[config.mk]
export PLATFORM = sky130hd
export DESIGN_NAME = joystick_position_hysteresis
export DESIGN_NICKNAME = d
export VERILOG_FILES = /design/src/rtl/jph_pkg.sv /design/src/rtl/jph_ctrl.sv /design/src/rtl/jph_datapath.sv /design/src/rtl/joystick_position_hysteresis.sv
export SDC_FILE = /design/constraint.sdc
export NUM_CORES = 1
export LEC_CHECK = 0
export ABC_AREA = 1
export BUFFER_PORTS_ARGS = -buffer_cell sky130_fd_sc_hd__buf_2
export CAP_MARGIN = 20
export CELL_PAD_IN_SITES_DETAIL_PLACEMENT = 0
export CELL_PAD_IN_SITES_GLOBAL_PLACEMENT = 1
export CORE_MARGIN = 2
export CORE_UTILIZATION = 43
export CTS_BUF_LIST = sky130_fd_sc_hd__clkbuf_8
export CTS_CLUSTER_DIAMETER = 80
export DETAILED_ROUTE_END_ITERATION = 8
export GPL_ROUTABILITY_DRIVEN = 0
export PLACE_DENSITY_LB_ADDON = 0.1
export SLEW_MARGIN = 10
export SYNTH_ARGS = -nofsm -noshare
export SYNTH_HDL_FRONTEND = slang
export SYNTH_SLANG_ARGS = --single-unit
[constraint.sdc]
create_clock -name clk -period 3.6 [get_ports clk]
set_input_delay 0.72 -clock clk [delete_from_list [all_inputs] [get_ports clk]]
set_output_delay 0.72 -clock clk [all_outputs]
set_load 0.02 [all_outputs]
[src/rtl/jph_pkg.sv]
`timescale 1ns / 1ps
// Shared types and constants for the joystick position hysteresis block.
package jph_pkg;

    localparam int SAMPLE_W  = 10;
    localparam int LEVEL_W   = 7;
    localparam int POS_W     = 8;
    localparam int CFG_IDX_W = 2;
    localparam int CFG_DAT_W = 10;

    localparam logic [CFG_IDX_W-1:0] REG_ACTUATION = 2'd0;
    localparam logic [CFG_IDX_W-1:0] REG_RELEASE   = 2'd1;
    localparam logic [CFG_IDX_W-1:0] REG_DISCONN   = 2'd2;

    localparam logic [LEVEL_W-1:0]  ACTUATION_RESET = 7'd50;
    localparam logic [LEVEL_W-1:0]  RELEASE_RESET   = 7'd30;
    localparam logic [SAMPLE_W-1:0] DISCONN_RESET   = 10'd10;

    localparam int QUOT_W    = 18;
    localparam int DIV_STEPS = QUOT_W / 2;
    localparam int CNT_W     = $clog2(DIV_STEPS);

    localparam logic [QUOT_W-1:0] DIVIDEND  = 18'd96282;
    localparam logic [QUOT_W-1:0] OFFSET    = 18'd194;
    localparam logic [QUOT_W-1:0] HIGH_QUOT = 18'd293;
    localparam logic [QUOT_W-1:0] LOW_QUOT  = 18'd95;
    localparam logic signed [POS_W-1:0] POS_MAX = 8'sd99;
    localparam logic signed [POS_W-1:0] POS_MIN = -8'sd99;

    typedef struct packed {
        logic [SAMPLE_W-1:0] x_sample;
        logic [SAMPLE_W-1:0] y_sample;
        logic                button_pressed;
    } in_word_t;

    typedef struct packed {
        logic                    disconnected;
        logic                    left_on;
        logic                    right_on;
        logic                    up_on;
        logic                    down_on;
        logic                    trigger_on;
        logic signed [POS_W-1:0] x_position;
        logic signed [POS_W-1:0] y_position;
    } out_word_t;

    typedef struct packed {
        logic capture;
        logic div_init;
        logic div_sel_y;
        logic div_step;
        logic store_x;
        logic store_y;
        logic update_flags;
        logic clear_flags;
        logic load_out;
    } dp_cmd_t;

    typedef struct packed {
        logic disc;
        logic out_free;
    } dp_status_t;

endpackage

[src/rtl/jph_ctrl.sv]
`timescale 1ns / 1ps
// Sequencer that steps one poll through check, two divisions, update and output.
module jph_ctrl
    import jph_pkg::*;
(
    input  logic       clk,
    input  logic       rst_n,
    input  logic       start,
    input  dp_status_t status,
    output logic       idle,
    output dp_cmd_t    cmd
);

    typedef enum logic [2:0] {
        ST_IDLE,
        ST_CHECK,
        ST_DIV_X,
        ST_X_DONE,
        ST_DIV_Y,
        ST_Y_DONE,
        ST_UPDATE,
        ST_EMIT
    } state_t;

    localparam logic [CNT_W-1:0] LAST_STEP = CNT_W'(DIV_STEPS - 1);

    state_t           state_reg, state_next;
    logic [CNT_W-1:0] cnt_reg, cnt_next;

    always_comb
    begin
        state_next = state_reg;
        cnt_next   = cnt_reg;
        cmd        = '0;
        case (state_reg)
            ST_IDLE:
            begin
                if (start)
                begin
                    cmd.capture = 1'b1;
                    state_next  = ST_CHECK;
                end
            end
            ST_CHECK:
            begin
                if (status.disc)
                begin
                    cmd.clear_flags = 1'b1;
                    state_next      = ST_EMIT;
                end
                else
                begin
                    cmd.div_init = 1'b1;
                    cnt_next     = '0;
                    state_next   = ST_DIV_X;
                end
            end
            ST_DIV_X:
            begin
                cmd.div_step = 1'b1;
                cnt_next     = cnt_reg + 1'b1;
                if (cnt_reg == LAST_STEP)
                begin
                    state_next = ST_X_DONE;
                end
            end
            ST_X_DONE:
            begin
                cmd.store_x   = 1'b1;
                cmd.div_init  = 1'b1;
                cmd.div_sel_y = 1'b1;
                cnt_next      = '0;
                state_next    = ST_DIV_Y;
            end
            ST_DIV_Y:
            begin
                cmd.div_step = 1'b1;
                cnt_next     = cnt_reg + 1'b1;
                if (cnt_reg == LAST_STEP)
                begin
                    state_next = ST_Y_DONE;
                end
            end
            ST_Y_DONE:
            begin
                cmd.store_y = 1'b1;
                state_next  = ST_UPDATE;
            end
            ST_UPDATE:
            begin
                cmd.update_flags = 1'b1;
                state_next       = ST_EMIT;
            end
            ST_EMIT:
            begin
                if (status.out_free)
                begin
                    cmd.load_out = 1'b1;
                    state_next   = ST_IDLE;
                end
            end
            default:
            begin
                state_next = ST_IDLE;
            end
        endcase
    end

    always_ff @(posedge clk or negedge rst_n)
    begin
        if (!rst_n)
        begin
            state_reg <= ST_IDLE;
            cnt_reg   <= '0;
        end
        else
        begin
            state_reg <= state_next;
            cnt_reg   <= cnt_next;
        end
    end

    assign idle = (state_reg == ST_IDLE);

endmodule

[src/rtl/jph_datapath.sv]
`timescale 1ns / 1ps
// Level registers, shared two-bit-per-cycle divider, hysteresis flags and output register.
module jph_datapath
    import jph_pkg::*;
(
    input  logic                 clk,
    input  logic                 rst_n,
    input  dp_cmd_t              cmd,
    output dp_status_t           status,
    input  in_word_t             sample_word,
    input  logic                 cfg_we,
    input  logic [CFG_IDX_W-1:0] cfg_index,
    input  logic [CFG_DAT_W-1:0] cfg_data,
    output logic                 result_valid,
    input  logic                 result_stall,
    output out_word_t            result_word
);

    logic [LEVEL_W-1:0]  act_reg, rel_reg;
    logic [SAMPLE_W-1:0] disc_lvl_reg;

    logic [SAMPLE_W-1:0] xs_reg, ys_reg;
    logic                btn_reg, disc_reg;

    logic [SAMPLE_W-1:0] rem_reg, rem_next;
    logic [QUOT_W-1:0]   quot_reg, quot_next;
    logic [SAMPLE_W-1:0] dvs_reg, dvs_next;

    logic signed [POS_W-1:0] held_x_reg, held_y_reg;
    logic [3:0]              flags_reg, flags_next;

    logic      out_valid_reg;
    out_word_t out_word_reg, out_word_next;

    logic [SAMPLE_W:0]   r1, r2;
    logic [SAMPLE_W-1:0] rem1, rem2;
    logic                b1, b2;
    logic [SAMPLE_W-1:0] dvs_sel;
    logic signed [POS_W-1:0] scaled;

    logic signed [POS_W:0] px, py, pa, pr;

    function automatic logic signed [POS_W-1:0] scale_quot(input logic [QUOT_W-1:0] q);
        logic [QUOT_W-1:0] diff;
        diff = q - OFFSET;
        if (q > HIGH_QUOT)
        begin
            return POS_MAX;
        end
        else if (q < LOW_QUOT)
        begin
            return POS_MIN;
        end
        return $signed(diff[POS_W-1:0]);
    endfunction

    function automatic logic [3:0] axis_update(
        input logic [3:0]            f,
        input logic signed [POS_W:0] p,
        input logic signed [POS_W:0] a,
        input logic signed [POS_W:0] r,
        input logic [1:0]            pos_bit,
        input logic [1:0]            neg_bit
    );
        logic [3:0] g;
        g = f;
        if (p < -a)
        begin
            g[neg_bit] = 1'b1;
        end
        if (p > -r)
        begin
            g[neg_bit] = 1'b0;
        end
        if (p > a)
        begin
            g[pos_bit] = 1'b1;
        end
        if (p < r)
        begin
            g[pos_bit] = 1'b0;
        end
        return g;
    endfunction

    always_comb
    begin
        r1   = {rem_reg, quot_reg[QUOT_W-1]};
        b1   = (r1 >= {1'b0, dvs_reg});
        rem1 = b1 ? SAMPLE_W'(r1 - {1'b0, dvs_reg}) : r1[SAMPLE_W-1:0];
        r2   = {rem1, quot_reg[QUOT_W-2]};
        b2   = (r2 >= {1'b0, dvs_reg});
        rem2 = b2 ? SAMPLE_W'(r2 - {1'b0, dvs_reg}) : r2[SAMPLE_W-1:0];
    end

    assign dvs_sel = cmd.div_sel_y ? ys_reg : xs_reg;
    assign scaled  = scale_quot(quot_reg);

    always_comb
    begin
        rem_next  = rem_reg;
        quot_next = quot_reg;
        dvs_next  = dvs_reg;
        if (cmd.div_init)
        begin
            rem_next  = '0;
            quot_next = DIVIDEND;
            dvs_next  = (dvs_sel == '0) ? SAMPLE_W'(1) : dvs_sel;
        end
        else if (cmd.div_step)
        begin
            rem_next  = rem2;
            quot_next = {quot_reg[QUOT_W-3:0], b1, b2};
        end
    end

    assign px = {held_x_reg[POS_W-1], held_x_reg};
    assign py = {held_y_reg[POS_W-1], held_y_reg};
    assign pa = {2'b00, act_reg};
    assign pr = {2'b00, rel_reg};

    always_comb
    begin
        flags_next = flags_reg;
        if (cmd.clear_flags)
        begin
            flags_next = '0;
        end
        else if (cmd.update_flags)
        begin
            flags_next = axis_update(flags_reg, px, pa, pr, 2'd1, 2'd0);
            flags_next = axis_update(flags_next, py, pa, pr, 2'd2, 2'd3);
        end
    end

    always_comb
    begin
        out_word_next.disconnected = disc_reg;
        out_word_next.left_on      = flags_reg[0];
        out_word_next.right_on     = flags_reg[1];
        out_word_next.up_on        = flags_reg[2];
        out_word_next.down_on      = flags_reg[3];
        out_word_next.trigger_on   = btn_reg & ~disc_reg;
        out_word_next.x_position   = held_x_reg;
        out_word_next.y_position   = held_y_reg;
    end

    always_ff @(posedge clk or negedge rst_n)
    begin
        if (!rst_n)
        begin
            act_reg      <= ACTUATION_RESET;
            rel_reg      <= RELEASE_RESET;
            disc_lvl_reg <= DISCONN_RESET;
        end
        else if (cfg_we)
        begin
            case (cfg_index)
                REG_ACTUATION: act_reg      <= cfg_data[LEVEL_W-1:0];
                REG_RELEASE:   rel_reg      <= cfg_data[LEVEL_W-1:0];
                REG_DISCONN:   disc_lvl_reg <= cfg_data[SAMPLE_W-1:0];
                default:       ;
            endcase
        end
    end

    always_ff @(posedge clk or negedge rst_n)
    begin
        if (!rst_n)
        begin
            flags_reg     <= '0;
            held_x_reg    <= '0;
            held_y_reg    <= '0;
            out_valid_reg <= 1'b0;
        end
        else
        begin
            flags_reg <= flags_next;
            if (cmd.store_x)
            begin
                held_x_reg <= -scaled;
            end
            if (cmd.store_y)
            begin
                held_y_reg <= scaled;
            end
            if (cmd.load_out)
            begin
                out_valid_reg <= 1'b1;
            end
            else if (!result_stall)
            begin
                out_valid_reg <= 1'b0;
            end
        end
    end

    always_ff @(posedge clk)
    begin
        rem_reg  <= rem_next;
        quot_reg <= quot_next;
        dvs_reg  <= dvs_next;
        if (cmd.capture)
        begin
            xs_reg   <= sample_word.x_sample;
            ys_reg   <= sample_word.y_sample;
            btn_reg  <= sample_word.button_pressed;
            disc_reg <= (sample_word.x_sample < disc_lvl_reg) &&
                        (sample_word.y_sample < disc_lvl_reg);
        end
        if (cmd.load_out)
        begin
            out_word_reg <= out_word_next;
        end
    end

    assign status.disc     = disc_reg;
    assign status.out_free = !out_valid_reg || !result_stall;
    assign result_valid    = out_valid_reg;
    assign result_word     = out_word_reg;

endmodule

[src/rtl/joystick_position_hysteresis.sv]
`timescale 1ns / 1ps
// Top level of the joystick position hysteresis block.
// One poll is taken at a time. A connected poll passes these steps before the next poll
// can be accepted: a disconnect check, two divisions of 96282 by the samples on one shared
// divider that retires two quotient bits per cycle, position stores, the flag update and
// the load of the output register. A disconnected poll clears the flags, then the output
// is loaded. A finished word waits in the output register while the next poll is accepted;
// the block holds a finished word in the sequencer only while the output register is still
// full. Configuration writes are taken every cycle; cfg_ready is always high.
module joystick_position_hysteresis
    import jph_pkg::*;
(
    input  logic                 clk,
    input  logic                 rst_n,
    input  logic                 sample_valid,
    output logic                 sample_stall,
    input  in_word_t             sample_word,
    output logic                 result_valid,
    input  logic                 result_stall,
    output out_word_t            result_word,
    input  logic                 cfg_valid,
    output logic                 cfg_ready,
    input  logic [CFG_IDX_W-1:0] cfg_index,
    input  logic [CFG_DAT_W-1:0] cfg_data
);

    dp_cmd_t    cmd;
    dp_status_t status;
    logic       idle;
    logic       accept;

    assign sample_stall = !idle;
    assign accept       = sample_valid && idle;
    assign cfg_ready    = 1'b1;

    jph_ctrl u_ctrl (
        .clk    (clk),
        .rst_n  (rst_n),
        .start  (accept),
        .status (status),
        .idle   (idle),
        .cmd    (cmd)
    );

    jph_datapath u_datapath (
        .clk          (clk),
        .rst_n        (rst_n),
        .cmd          (cmd),
        .status       (status),
        .sample_word  (sample_word),
        .cfg_we       (cfg_valid && cfg_ready),
        .cfg_index    (cfg_index),
        .cfg_data     (cfg_data),
        .result_valid (result_valid),
        .result_stall (result_stall),
        .result_word  (result_word)
    );

    a_disc_quiet: assert property (@(posedge clk) disable iff (!rst_n)
        result_valid && result_word.disconnected |->
            !(result_word.left_on || result_word.right_on || result_word.up_on ||
              result_word.down_on || result_word.trigger_on))
        else $error("disconnected word carries active flags");

    a_lr_exclusive: assert property (@(posedge clk) disable iff (!rst_n)
        result_valid |-> !(result_word.left_on && result_word.right_on) &&
                         !(result_word.up_on && result_word.down_on))
        else $error("opposite direction flags both on");

    a_pos_range: assert property (@(posedge clk) disable iff (!rst_n)
        result_valid |-> result_word.x_position >= POS_MIN &&
                         result_word.x_position <= POS_MAX &&
                         result_word.y_position >= POS_MIN &&
                         result_word.y_position <= POS_MAX)
        else $error("position out of range");

    a_busy_after_accept: assert property (@(posedge clk) disable iff (!rst_n)
        sample_valid && !sample_stall |=> sample_stall)
        else $error("poll accepted while previous poll in flight");

endmodule

==> flow_metrics.env, run 1 <==
export IMPL_synth_ff_type="edfxtp_1"
export IMPL_crit_family="simple AND/OR/NAND/NOR gates"
export IMPL_drv_cap=0
export IMPL_gr_usage_all_layers=0.212
export IMPL_cts_max_level=4
export IMPL_worstMarginPinSlew_ns=0.636
export IMPL_synth_seq_cells=134
export IMPL_arrival_ns=3.68
export IMPL_dp_hpwl_um=17100
export IMPL_wl_um=21800
export IMPL_fmax_mhz=304
export IMPL_switchingPower_w=0.00435
export IMPL_drive_above_1_share=0.146
export IMPL_port_buffers=61
export IMPL_die_area_um2=21400
export IMPL_root_buffer="clkbuf_8"
export IMPL_cts_setup_buffers=0
export IMPL_finalMaxSlewViolations=0
export IMPL_cts_tree="built"
export IMPL_antenna_found_initial=0
export IMPL_endpoint_kind="flop"
export IMPL_core_um2=20000
export IMPL_fin_cells=1422
export IMPL_clock_path_buffers=2
export IMPL_reg2reg_from="u_datapath.dvs_reg[7]"
export IMPL_drc_errors=0
export IMPL_finClkSkew_ns=0.0169
export IMPL_setup_viol=0
export IMPL_diodes=0
export IMPL_rrSetupSlack_ns=0.31
export IMPL_fin_crit_ns=3.29
export IMPL_clock_sinks=134
export IMPL_drt_iter0_drc=223
export IMPL_synth_edf_count=54
export IMPL_placedCellCount=1388
export IMPL_slew_headroom=0.575
export IMPL_crit_path_start_kind="flop"
export IMPL_cp_buffers_inverters=6
export IMPL_reg2reg_to="u_datapath.rem_reg[1]"
export IMPL_grt_pass1_wl_um=35900
export IMPL_syn_num_nets=1203
export IMPL_cpPeakStageDelay_ns=0.39
export IMPL_largest_register_ffs=22
export IMPL_nets=1283
export IMPL_viasPerCell=4.97
export IMPL_min_path_type="input pin to async pin"
export IMPL_async_flop_share=0.388
export IMPL_post_route_util=0.493
export IMPL_finalHoldViolCount=0
export IMPL_p_comb_frac=0.569
export IMPL_timing_hold_ws_ns=0.201
export IMPL_row_count=52
export IMPL_critPathMostFrequentCell="nand2_1"
export IMPL_required_ns=3.98
export IMPL_swShare=0.480
export IMPL_fin_tns_setup_ns=0
export IMPL_crit_fanout=8
export IMPL_cts_clk_slew_worst_paths_ns=0.08
export IMPL_fill_cells=2062
export IMPL_synth_cell_types=51
export IMPL_ys_seq_area_frac=0.401
export IMPL_dieHeight_um=146
export IMPL_status="finished, final reports clean"
export IMPL_numCtsBuffers=17
export IMPL_peakVddDrop_uv=399
export IMPL_ant_nets=0
export IMPL_grt_overflow=0
export IMPL_rsz0062_at_grt="false"
export IMPL_clockPowerShare=0.148
export IMPL_num_io_pins=63
export IMPL_clk_latency_ns=0.45
export IMPL_leakagePower_nw=4.79
export IMPL_wl_per_cell_um=15.3
export IMPL_initial_utilization=0.435
export IMPL_cp_slowest_cell="ha_2"
export IMPL_area_delta_synth_final_pct=13.5
export IMPL_power_w=0.00906
export IMPL_netlist_area_um2=8710
export IMPL_internal_power_w=0.00471
export IMPL_period_share=0.915
export IMPL_syn_inst=1059
export IMPL_crit_type="flop to flop"
export IMPL_pwr_share_seq=0.283
export IMPL_synth_avg_cell_area_um2=8.22
export IMPL_power_density_nw_per_um2=916
export IMPL_dr_pass1_iters=5
export IMPL_die_x_um=146
export IMPL_vias=7070
export IMPL_final_cell_mix="nand2_1, inv_1, ha_1, nor2_1, a21oi_1"
export IMPL_final_common_cell="nand2_1"
export IMPL_grt_pass1_vias=6930
export IMPL_ys_warn_count=0
export IMPL_grt_max_degree=47
export IMPL_r2r_cells=22
export IMPL_path_cells="inv_1 > ha_1 > nand2_1 > inv_1 > nand2_2 > inv_1 > nand2_1 > nand4_4 > or2_1 > o21ai_2 > inv_1 > ha_2 > nand2_1 > nor2_1 > nand2_1 > nand2_1 > inv_1 > nand4_2 > nand2_1 > nand3_1 > nand2_1 > inv_1"
## what timing repair did
| item | in CTS | in global routing |
|---|---|---|
| resized for setup | 0 | 13 |
| hold buffers | 0 | 0 |
| endpoints found under the setup margin | 0 | 11 |
## how the worst max path moves through the flow
stage | start | to | slack [ns] | cells after the start
after CTS | u_datapath.dvs_reg[1] | u_datapath.rem_reg[4] | 0.02 | 20
after global placement | u_datapath.dvs_reg[1] | u_datapath.rem_reg[5] | 0.06 | 20
after floorplan | u_datapath.dvs_reg[1] | u_datapath.rem_reg[2] | 0.38 | 21
after detailed placement | u_datapath.dvs_reg[1] | u_datapath.rem_reg[8] | 0.03 | 20
final | u_datapath.dvs_reg[7] | u_datapath.rem_reg[1] | 0.31 | 22
after global routing | u_datapath.dvs_reg[7] | u_datapath.rem_reg[2] | 0.008 | 22
## stage by stage
stage	setup WS, ns	cell area (um^2)
floorplan	0.385	8710
global placement	0.0624	9390
detailed placement	0.0323	9390
CTS	0.0231	9800
global route	0.00808	9890
finish	0.306	9890
## cells in the mapped netlist (4+ instances only)
library cell / number / area share
o21bai_1: 5 / 0.0043
dfrtp_1: 43 / 0.12
o21ai_0: 74 / 0.043
ha_1: 104 / 0.15
o211ai_1: 4 / 0.0034
nand4_1: 18 / 0.013
o21ai_1: 11 / 0.0063
o2111ai_1: 5 / 0.0050
xnor2_1: 4 / 0.0040
or2_2: 4 / 0.0029
inv_2: 7 / 0.0030
xor2_1: 20 / 0.020
dfstp_2: 9 / 0.027
nor2_4: 4 / 0.0052
edfxtp_1: 54 / 0.19
o21a_1: 7 / 0.0060
nand2_2: 5 / 0.0036
a21oi_1: 82 / 0.047
nor3_1: 14 / 0.0080
nand3_1: 44 / 0.025
dfxtp_1: 28 / 0.064
nor2_1: 83 / 0.036
nand2_1: 244 / 0.11
clkbuf_1: 11 / 0.0047
inv_1: 131 / 0.056
buf_2: 4 / 0.0023
## logic make-up after synthesis
kind of cell / after synthesis / synth area share
flip-flops: 134 / 0.401
other: 1 / 0.000431
buffers and inverters: 161 / 0.0730
XOR/XNOR: 24 / 0.0241
adder cells (fa/ha/maj): 106 / 0.154
AO/OA/AOI/OAI: 199 / 0.124
AND/OR/NAND/NOR: 434 / 0.223
## power by group through the flow
stage | Combinational (W) | Sequential, W | Clock (W)
global placement | 0.00499 | 0.00259 | 0
detailed placement | 0.00498 | 0.00259 | 0
floorplan | 0.00366 | 0.00251 | 0
global route | 0.00593 | 0.00262 | 0.00144
finish | 0.00516 | 0.00256 | 0.00134
CTS | 0.00501 | 0.00256 | 0.00138
## layout make-up
type	count	area, um^2	area share
Sequential cell	134	3490	0.353
Multi-Input combinational cell	765	4660	0.471
Clock buffer	17	234	0.0237
Timing Repair Buffer	81	463	0.0468
Inverter	140	526	0.0532
Clock inverter	15	176	0.0178
Tap cell	270	338	0.0342
## per-layer routing
metal  share of wire  global-route usage  vias up
li1                -                   -     3711
met1            0.51               0.301     3259
met2            0.45               0.342       85
met3           0.023              0.0322       15
met4           0.010              0.0495        0
met5               0                   0        -
No activity file was read; power rests on OpenSTA's default activity.
==> run 2, diff against run 1 <==
- CORE_UTILIZATION: 43 -> 30
==> run 2 against run 1 <==
Against the previous run:
- critical path depth shrank 1
- clock skew increased by 0.0015 ns
- sequential share of layout area decreased by 1.0 points
- total power increased by 5.2%
- count of clock-buffer cells in the layout unchanged
- via count fell by 0.33%
- global-route usage decreased by 4.5 points
- combinational power grew 6.6%
- routed wire length grew 12%
- sequential power is essentially flat
- worst setup slack got worse by 0.043 ns
- flip-flop and latch count unchanged
- critical endpoint is now u_datapath.rem_reg[5]
- largest power group unchanged
==> flow_metrics.env, run 2 (synthesis gave the netlist of run 1 again) <==
export IMPL_grt_overflow=0
export IMPL_clk_latency_ns=0.44
export IMPL_dieHeight_um=174
export IMPL_leakagePower_nw=4.82
export IMPL_hold_buffers=0
export IMPL_drc_errors=0
export IMPL_min_path_type="input pin to async pin"
export IMPL_cts_tree="built"
export IMPL_crit_type="flop to flop"
export IMPL_initial_utilization=0.304
export IMPL_status="finished, final reports clean"
export IMPL_root_buffer="clkbuf_8"
export IMPL_crit_fanout=6
export IMPL_place_area_um2=9510
export IMPL_arrival_ns=3.64
export IMPL_wl_um=24500
export IMPL_fin_tns_setup_ns=0
export IMPL_clock_path_buffers=2
export IMPL_fin_crit_ns=3.34
export IMPL_grt_max_degree=53
export IMPL_final_cell_mix="nand2_1, inv_1, ha_1, nor2_1, a21oi_1"
export IMPL_grt_pass1_wl_um=39400
export IMPL_fill_cells=3032
export IMPL_ant_nets=0
export IMPL_die_x_um=174
export IMPL_drt_iter0_drc=315
export IMPL_finalMaxSlewViolations=0
export IMPL_num_io_pins=63
export IMPL_multi_input_comb_area_um2=4760
export IMPL_cts_max_level=4
export IMPL_antenna_found_initial=0
export IMPL_diodes=0
export IMPL_grt_pass1_vias=7230
export IMPL_fmax_mhz=300
export IMPL_crit_path_start_kind="flop"
export IMPL_viasPerCell=4.58
export IMPL_endpoint_kind="flop"
export IMPL_slew_headroom=0.377
export IMPL_dp_hpwl_um=19100
export IMPL_placedCellCount=1497
export IMPL_required_ns=3.90
export IMPL_period_share=0.927
export IMPL_drive_above_1_share=0.168
export IMPL_setup_viol=0
export IMPL_clock_sinks=134
export IMPL_grtUsageMet2=0.274
export IMPL_vias=7047
export IMPL_drv_cap=0
export IMPL_final_common_cell="nand2_1"
export IMPL_finClkSkew_ns=0.0184
export IMPL_power_density_nw_per_um2=936
export IMPL_grtUsageMet3=0.0243
export IMPL_finalHoldViolCount=0
export IMPL_row_count=62
export IMPL_fin_cells=1537
export IMPL_worstMarginPinSlew_ns=0.933
export IMPL_numCtsBuffers=17
export IMPL_nets=1284
export IMPL_grt_busiest_layer="met2"
export IMPL_die_area_um2=30400
export IMPL_core_um2=28600
export IMPL_dr_pass1_iters=4
export IMPL_peakVddDrop_uv=294
export IMPL_finish_instance_area_um2=10200
export IMPL_cts_clk_slew_worst_paths_ns=0.09
export IMPL_port_buffers=61
export IMPL_area_delta_synth_final_pct=16.9
export IMPL_use_met1=0.233
export IMPL_wl_per_cell_um=15.9
export IMPL_largest_register_ffs=22
export IMPL_seqCellArea_um2=3490
export IMPL_gr_usage_all_layers=0.167
run 2: changes by cell type in the layout (fill, tap and decap cells not counted), sizes merged:
cell      delta
inv          +1
clkinv       -4
clkinvlp     +1
bufinv       +2
buf          +1
run 2: layout make-up:
type / instances / share of cell area
clock inverters: 15 / 0.0210
repair buffers: 82 / 0.0458
inverters: 140 / 0.0519
clock buffers: 17 / 0.0230
flip-flops and latches: 134 / 0.343
multi-input cells: 765 / 0.468
well taps: 384 / 0.0472
run 2: final timing paths:
| check | slack [ns] | from | cells past startpoint | endpoint |
|---|---|---|---|---|
| setup reg to reg | 0.26 | u_datapath.dvs_reg[0] | 21 | u_datapath.rem_reg[5] |
| hold reg to reg | 0.45 | u_datapath.flags_reg[3] | 0 | u_datapath.result_word[17] |
| min in group clk | 0.45 | u_datapath.flags_reg[3] | 0 | u_datapath.result_word[17] |
| setup / recovery | 0.26 | u_datapath.dvs_reg[0] | 21 | u_datapath.rem_reg[5] |
| max in group asynchronous | 2.70 | rst_n | 2 | u_datapath.act_reg[3] |
| hold / removal | 0.39 | rst_n | 2 | u_datapath.flags_reg[3] |
run 2: power breakdown:
part / leakage (nW) / switching [W] / internal (W)
Combinational: 3.23 / 0.00346 / 0.00204
Clock: 0.230 / 0.000638 / 0.000821
Sequential: 1.36 / 0.000440 / 0.00213
run 2: worst max-delay path: stages, from the launching register on:
cell	delay, ns
edfxtp_1	0.39
ha_1	0.16
inv_1	0.09
fa_1	0.41
nand3_1	0.11
nand2_1	0.14
a21oi_2	0.17
xor2_1	0.16
nand2_1	0.08
o21ai_1	0.11
inv_1	0.10
ha_4	0.24
nand2_1	0.08
inv_1	0.04
a21oi_1	0.17
nand3_2	0.12
nand2_4	0.15
nand4_2	0.20
nand2_1	0.12
nand2_1	0.05
nor2_1	0.09
nor2_1	0.04
run 2: timing repair:
| item | in CTS | in global routing |
|---|---|---|
| buffers inserted | 0 | 7 |
| cloned | 0 | 1 |
| pin swaps | 0 | 11 |
| resized for setup | 1 | 43 |
| endpoints found under the setup margin | 9 | 11 |
run 2: metal layers:
layer | part of all wire | vias up
li1 | - | 3710
met1 | 0.51 | 3252
met2 | 0.47 | 68
met3 | 0.019 | 17
met4 | 0.0087 | 0
met5 | 0 | -
run 2: stage by stage:
step	power [W]	setup slack [ns]	hold WS, ns	util
global placement	0.00769	0.00691	0.435	0.332
floorplan	0.00616	0.385	0.420	-
detailed placement	0.00764	-0.0548	0.434	0.332
global route	0.0105	-0.00551	0.415	0.356
CTS	0.00917	0.0367	0.397	0.348
finish	0.00953	0.262	0.394	0.356
